File: src/design/rv32ex_pkg.sv
// Shared types, constants and helpers for the RV32IM execute unit.
// Depends on nothing; the controller, datapath, top level and testbench import it.
`timescale 1ns / 1ps

package rv32ex_pkg;

	localparam int unsigned MEM_BYTES = 65536;
	localparam int unsigned MEM_AW = $clog2(MEM_BYTES);

	localparam logic [4:0] SP_INDEX = 5'd2;
	localparam logic [4:0] A0_INDEX = 5'd10;
	localparam logic [31:0] HALT_CODE = 32'd10;
	localparam logic [31:0] SP_RESET = 32'(MEM_BYTES);
	localparam logic [31:0] PC_STEP = 32'd4;

	typedef enum logic [5:0] {
		OP_LB = 6'd0, OP_LH = 6'd1, OP_LW = 6'd2, OP_LBU = 6'd3, OP_LHU = 6'd4,
		OP_FENCE = 6'd5, OP_FENCE_I = 6'd6, OP_ADDI = 6'd7, OP_SLLI = 6'd8,
		OP_SLTI = 6'd9, OP_SLTIU = 6'd10, OP_XORI = 6'd11, OP_SRLI = 6'd12,
		OP_SRAI = 6'd13, OP_ORI = 6'd14, OP_ANDI = 6'd15, OP_AUIPC = 6'd16,
		OP_SB = 6'd17, OP_SH = 6'd18, OP_SW = 6'd19, OP_ADD = 6'd20,
		OP_SUB = 6'd21, OP_SLL = 6'd22, OP_SLT = 6'd23, OP_SLTU = 6'd24,
		OP_XOR = 6'd25, OP_SRL = 6'd26, OP_SRA = 6'd27, OP_OR = 6'd28,
		OP_AND = 6'd29, OP_LUI = 6'd30, OP_BEQ = 6'd31, OP_BNE = 6'd32,
		OP_BLT = 6'd33, OP_BGE = 6'd34, OP_BLTU = 6'd35, OP_BGEU = 6'd36,
		OP_JALR = 6'd37, OP_JAL = 6'd38, OP_ECALL = 6'd39, OP_EBREAK = 6'd40,
		OP_CSRRW = 6'd41, OP_CSRRS = 6'd42, OP_CSRRC = 6'd43, OP_CSRRWI = 6'd44,
		OP_CSRRSI = 6'd45, OP_CSRRCI = 6'd46, OP_MUL = 6'd47, OP_MULH = 6'd48,
		OP_MULHSU = 6'd49, OP_MULHU = 6'd50, OP_DIV = 6'd51, OP_DIVU = 6'd52,
		OP_REM = 6'd53, OP_REMU = 6'd54
	} op_t;

	typedef enum logic [1:0] {
		ST_OK = 2'd0, ST_NOT_IMPL = 2'd1, ST_MEM_RANGE = 2'd2, ST_UNKNOWN = 2'd3
	} status_t;

	typedef enum logic [2:0] {
		CLS_SIMPLE, CLS_LOAD, CLS_STORE, CLS_DIV, CLS_ERR
	} cls_t;

	typedef struct packed {
		logic latch;
		logic rf_rd;
		logic exec;
		logic mem_rd;
		logic mem_cap;
		logic mem_wr;
		logic div_step;
		logic commit;
		logic clr;
	} dp_cmd_t;

	typedef struct packed {
		cls_t cls;
		logic byte_last;
		logic div_last;
		logic clr_last;
	} dp_stat_t;

	function automatic logic [31:0] reg_reset_value(input logic [4:0] idx);
		return (idx == SP_INDEX) ? SP_RESET : 32'd0;
	endfunction

endpackage

File: src/design/rv32ex_ctrl.sv
// Sequencer of the execute unit: clearing pass, operand read, execute,
// memory byte loop, divider loop and writeback. Depends on rv32ex_pkg.
`timescale 1ns / 1ps

module rv32ex_ctrl (
	input  logic clk,
	input  logic arst_n,
	input  logic in_valid,
	output logic in_ready,
	output logic out_valid,
	input  logic out_ready,
	output rv32ex_pkg::dp_cmd_t cmd,
	input  rv32ex_pkg::dp_stat_t stat
);
	import rv32ex_pkg::*;

	typedef enum logic [3:0] {
		S_CLEAR, S_IDLE, S_READ, S_EXEC, S_MEM_RD, S_MEM_CAP, S_MEM_WR, S_DIV, S_WB
	} state_t;

	state_t state_q;
	logic out_valid_q;
	logic slot_free;

	assign slot_free = !out_valid_q || out_ready;
	assign in_ready = (state_q == S_IDLE);
	assign out_valid = out_valid_q;

	always_comb begin
		cmd = '0;
		cmd.clr = (state_q == S_CLEAR);
		cmd.latch = (state_q == S_IDLE) && in_valid;
		cmd.rf_rd = (state_q == S_READ);
		cmd.exec = (state_q == S_EXEC);
		cmd.mem_rd = (state_q == S_MEM_RD);
		cmd.mem_cap = (state_q == S_MEM_CAP);
		cmd.mem_wr = (state_q == S_MEM_WR);
		cmd.div_step = (state_q == S_DIV);
		cmd.commit = (state_q == S_WB) && slot_free;
	end

	always_ff @(posedge clk or negedge arst_n) begin
		if (!arst_n) begin
			state_q <= S_CLEAR;
			out_valid_q <= 1'b0;
		end else begin
			if (state_q == S_WB && slot_free) out_valid_q <= 1'b1;
			else if (out_valid_q && out_ready) out_valid_q <= 1'b0;
			case (state_q)
				S_CLEAR: if (stat.clr_last) state_q <= S_IDLE;
				S_IDLE: if (in_valid) state_q <= S_READ;
				S_READ: state_q <= S_EXEC;
				S_EXEC: begin
					case (stat.cls)
						CLS_LOAD: state_q <= S_MEM_RD;
						CLS_STORE: state_q <= S_MEM_WR;
						CLS_DIV: state_q <= S_DIV;
						default: state_q <= S_WB;
					endcase
				end
				S_MEM_RD: state_q <= S_MEM_CAP;
				S_MEM_CAP: state_q <= stat.byte_last ? S_WB : S_MEM_RD;
				S_MEM_WR: if (stat.byte_last) state_q <= S_WB;
				S_DIV: if (stat.div_last) state_q <= S_WB;
				S_WB: begin
					if (slot_free) state_q <= S_IDLE;
				end
				default: state_q <= S_IDLE;
			endcase
		end
	end
endmodule

File: config.mk
export PLATFORM = sky130hd
export DESIGN_NAME = rv32ex_ctrl
export DESIGN_NICKNAME = d
export VERILOG_FILES = /design/src/design/rv32ex_pkg.sv /design/src/design/rv32ex_ctrl.sv
export SDC_FILE = /design/constraint.sdc
export NUM_CORES = 1
export LEC_CHECK = 0
export ABC_AREA = 1
export BUFFER_PORTS_ARGS = -buffer_cell sky130_fd_sc_hd__buf_2
export CAP_MARGIN = 10
export CORE_AREA = 8 8 45 47
export DETAILED_ROUTE_END_ITERATION = 10
export DIE_AREA = 0 0 53 55
export GPL_TIMING_DRIVEN = 0
export PLACE_DENSITY_LB_ADDON = 0.12
export SYNTH_ARGS = -nofsm -noshare
export SYNTH_HDL_FRONTEND = slang
export SYNTH_SLANG_ARGS = --single-unit
File: constraint.sdc
create_clock -name clk -period 1.05 [get_ports clk]
set_input_delay 0.21 -clock clk [delete_from_list [all_inputs] [get_ports clk]]
set_output_delay 0.21 -clock clk [all_outputs]
set_load 0.005 [all_outputs]
Yosys cells after proc, flatten, opt, wreduce, memory -nomap -nowiden
Cells that the tools add are included.

Memories kept: 0. Latch bits: 0. Input port bits: 10. Word-level logic and storage cells: 36. Output and inout bits: 11. Bits in writable memories: 0. Register bits after elaboration: 5. ROM bits: 0.

Eq/ne operators: 16. Div/mod/pow operators: 0. Muxes and demuxes: 10. Order comparisons: 0. Multipliers: 0. Reduce and logical (&&, ||, !) cells: 8. Add/sub/neg operators: 0. Bitwise logic cells: 0. Shift-type cells: 0.

Operators with widths (count): case mux 4 bit (9 select lines) (1); two-way mux 4 bit (6); equality test 4 x 3 -> 1 bit (second input constant) (4); case mux 4 bit (3 select lines) (1); equality test 4 x 2 -> 1 bit (second input constant) (2); equality test 3 x 2 -> 1 bit (second input constant) (2); != test 2 x 1 -> 1 bit (second input constant) (3); AND reduction 5 bit (1); equality test 4 x 1 -> 1 bit (second input constant) (1); equality test 4 bit (second input constant) (1); logical NOT 4 bit (1); != test 2 bit (second input constant) (2); equality test 3 x 1 -> 1 bit (second input constant) (1); logical AND 1 bit (3); two-way mux 1 bit (2); nonzero test 2 bit (1); logical NOT 1 bit (1); logical OR 1 bit (1).

Depth between registers and ports, before layout
Word-level depth: 4. Mapped depth: 8. Mapped depth without buffers: 8.

Least setup slack after synthesis
OpenSTA, ideal clock, no wires.

Path type: flip-flop to flip-flop. Start: register state_q[0]. End: register state_q[0]. Stages on the path, launching flop included: 7. Path slack: -0.059 ns. Data arrival time: 0.992 ns. Path through: dfrtp_1 > nor2_1 > nand3_2 > nor2_2 > nor2_2 > nand3_1 > nand2_1.

Cells in the longest elaborated chain, start to end: 3. Elaborated cells between the ends (all ways): 16.

RTL lines: start, declared (RTL line rv32ex_ctrl.sv:21) `state_t state_q;`; start signal, assigned (RTL line rv32ex_ctrl.sv:62) `S_MEM_CAP: state_q <= stat.byte_last ? S_WB : S_MEM_RD;`; equality test 4 bit (tied with other cells) (RTL line rv32ex_ctrl.sv:49) `case (state_q)`; != test 2 bit (no source line) / != test 2 x 1 -> 1 bit (equally long branches); AND reduction 5 bit (no source line).

Several ways; a longest one is shown, not always the timed one. A chain may end at the register's enable or synchronous reset.

Final worst setup path
Start: register state_q[0]. End: register state_q[3].

The elaborated chain is that of the path after synthesis.

==> key figures <==
Outcome
  – Status: finished with violations
  – Failing checks: negative setup slack

CTS
  – CTS Root Cell: clkbuf_4
  – Clock Sinks: 5
  – H-tree depth: 1
  – CTS clk-pin slew, worst paths: 0.04 ns
  – Total CTS buffers: 3
  – Clock Path Buffers: 2
  – Clock Latency Late Sink: 0.23 ns
  – CTS tree: done

Floorplanning
  – Row count: 14
  – Core ar.: 1380 um2
  – Die H: 55 um
  – Die X: 53 um
  – Die Area: 2920 um2
  – Starting density of the core: 32.4%
  – I/O pins: 21

Setup path
  – CP peak stage delay: 0.46 ns
  – CP max stage cell: dfrtp_2
  – WP data required: 1.17 ns
  – Crit. End Element: register
  – Crit start category: register
  – CP max FO: 5
  – WP data arrival: 1.48 ns
  – Worst-path cell chain: nor2_4, nand3_4, buf_6, nor2_4, nor2_4, buf_4, nand3_2, nand2_1
  – CP most frequent cell: nor2_4
  – Class of the most critical setup path: reg -> reg

Drt
  – Drt wl/cell: 10.4 um
  – DRT antenna net count: 0
  – DR DRC count: 0
  – DR vias: 569
  – Post-Route WL: 1.33 mm
  – Iteration-0 DRC Markers: 18
  – Avg Vias per Cell: 4.45
  – Pre-Repair DR Iteration Count: 4

Pwr
  – Internal power: 1010 uW
  – Sequential Power Share: 22.4%
  – Power Total: 1940 uW
  – VDD IR max: 0.00111 V
  – Total leakage power: 0.000460 uW
  – Sw Ratio: 47.8%
  – Clk pwr share: 10.9%
  – PD cells: 2490 nW/um2
  – Gate power share: 66.7%
  – NetSw: 927 uW

Finish
  – Finished Cell Area: 779 um2
  – Share of cells above drive strength 1: 59.8%
  – Fin nets: 123
  – # diodes: 0
  – Core Util, Final: 56.3%
  – Synth-to-layout area growth: 74.0%

Placed design
  – DP HPWL: 966 um
  – Placement Setup Slack: -0.214 ns
  – Placed cell areas: 598 um2
  – Port bufs: 20
  – Final Wtd Congestion: 0.801

Logic synthesis
  – Ys flop type: dfrtp_1
  – Area leader, netlist: dfrtp_1
  – Top cell type's share of synthesized area: 27.9%
  – Synth top cells by count: 17 x nand2_1, 16 x inv_1, 8 x nand3_1
  – Syn_area_per_cell: 6.05 um2
  – Warnings from Yosys: 0
  – Cells after synthesis: 74
  – Post-synth cell types: 16
  – Synth area leaders: dfrtp_1 28%, nand2_1 14%, inv_1 13%
  – Most common cell in the synthesized netlist: nand2_1
  – EDFF count, synth: 0
  – Async set-or-reset flop fraction in the synthesized netlist: 100%
  – Register area share after synthesis: 27.9%
  – Mapped Nets: 84
  – FF+latch count, synth: 5
  – Synthesized cell area: 448 um2

Global routing
  – Tot GR Track Use: 9.86%
  – Vias in the first global route: 526
  – Initial antenna violation count: 0
  – Largest net degree at the start of global routing: 7
  – First-pass GRT wire length: 2.18 mm
  – Grt ovf: 0

STA
  – FMAX: 732 MHz
  – Clock Skew: 0.00145 ns
  – Slew Viols, Final: 0
  – Final period utilization: 130%
  – RSZ-0062 raised after global routing: yes
  – Minimum clock period: 1.37 ns
  – Final number of hold-violating endpoints: 0
  – Setup TNS: -3.92 ns
  – Worst-margin pin slew: 0.222 ns
  – Setup ws final: -0.317 ns
  – Final setup fails: 14
  – Slew margin rel.: 85.0%

Job
  – Max-capacitance violation count: 0

Min path
  – Worst Hold Class: in -> reg
## cell families after synthesis
logic type | Yosys count | share of synthesized area [%]
AND/OR/NAND/NOR | 44 | 48.3
buffers and inverters | 20 | 16.8
flip-flops | 5 | 27.9
AO/OA/AOI/OAI | 5 | 6.98
## per-layer routing
metal	vias to the layer above	track usage, %	share of wire, %
met5	-	0	0
met4	0	5.17	0
met3	0	2.14	3.9
met2	18	16.2	51
met1	253	11.8	45
li1	298	-	-
## worst paths after layout
check / from / endpoint / slack, ns / cells after the start
worst min register to register: out_valid / out_valid / 0.63 / 3
worst max-delay path: state_q[0] / state_q[3] / -0.32 / 8
max in group asynchronous: arst_n / state_q[0] / 0.59 / 2
min in group asynchronous: arst_n / state_q[2] / 0.32 / 2
worst min-delay path: stat[2] / state_q[2] / 0.22 / 2
worst max register to register: state_q[0] / state_q[3] / -0.32 / 8
## registers in the layout, indices dropped and copies added (netlist names)
signal / flops
out_valid: 1
state_q: 4
## metrics by stage
step,hold slack (ns),instances
floorplan,-0.0856,74
global placement,0.0270,110
detailed placement,0.0297,110
CTS,0.208,123
global route,0.223,128
finish,0.223,128
## cell type report
cell class	instances	area [um2]
fill	136	604
clock buffer	4	26.3
inverter	20	75.1
timing repair buffer	34	219
sequential	5	129
tap	16	20.0
multi-input combinational	49	310
## worst max-delay path: cells and delay by family, from the launching register on
kind / cells / cell delay, ns
buf+inv: 2 / 0.26
flops: 1 / 0.46
simple gates: 6 / 0.54
## power groups by stage
stage	sequential, uW	clock, uW	combinational [uW]
2_1_floorplan	403	0	664
3_3_place_gp	437	0	932
3_5_place_dp	436	0	929
4_1_cts	436	223	1200
5_1_grt	444	230	1450
6_report	434	212	1290
## placed cells by master (no fill, tap or decap), drive strengths merged
master	n
buf	33
inv	20
nand2	18
nor2	14
nand3	9
dfrtp	5
clkbuf	4
o21ai	3
nor3	2
or2	1
o211ai	1
a21oi	1
dlygate4sd3	1
## repair_timing
action | 4_1_cts | 5_1_grt
setup buffers | 8 | 5
resized for setup | 11 | 5
hold endpoints to repair | 5 | 0
pin swaps | 9 | 7
setup endpoints to repair | 14 | 14
hold buffers | 1 | 0
cloned | 0 | 0
(Power assumes the default switching activity.)
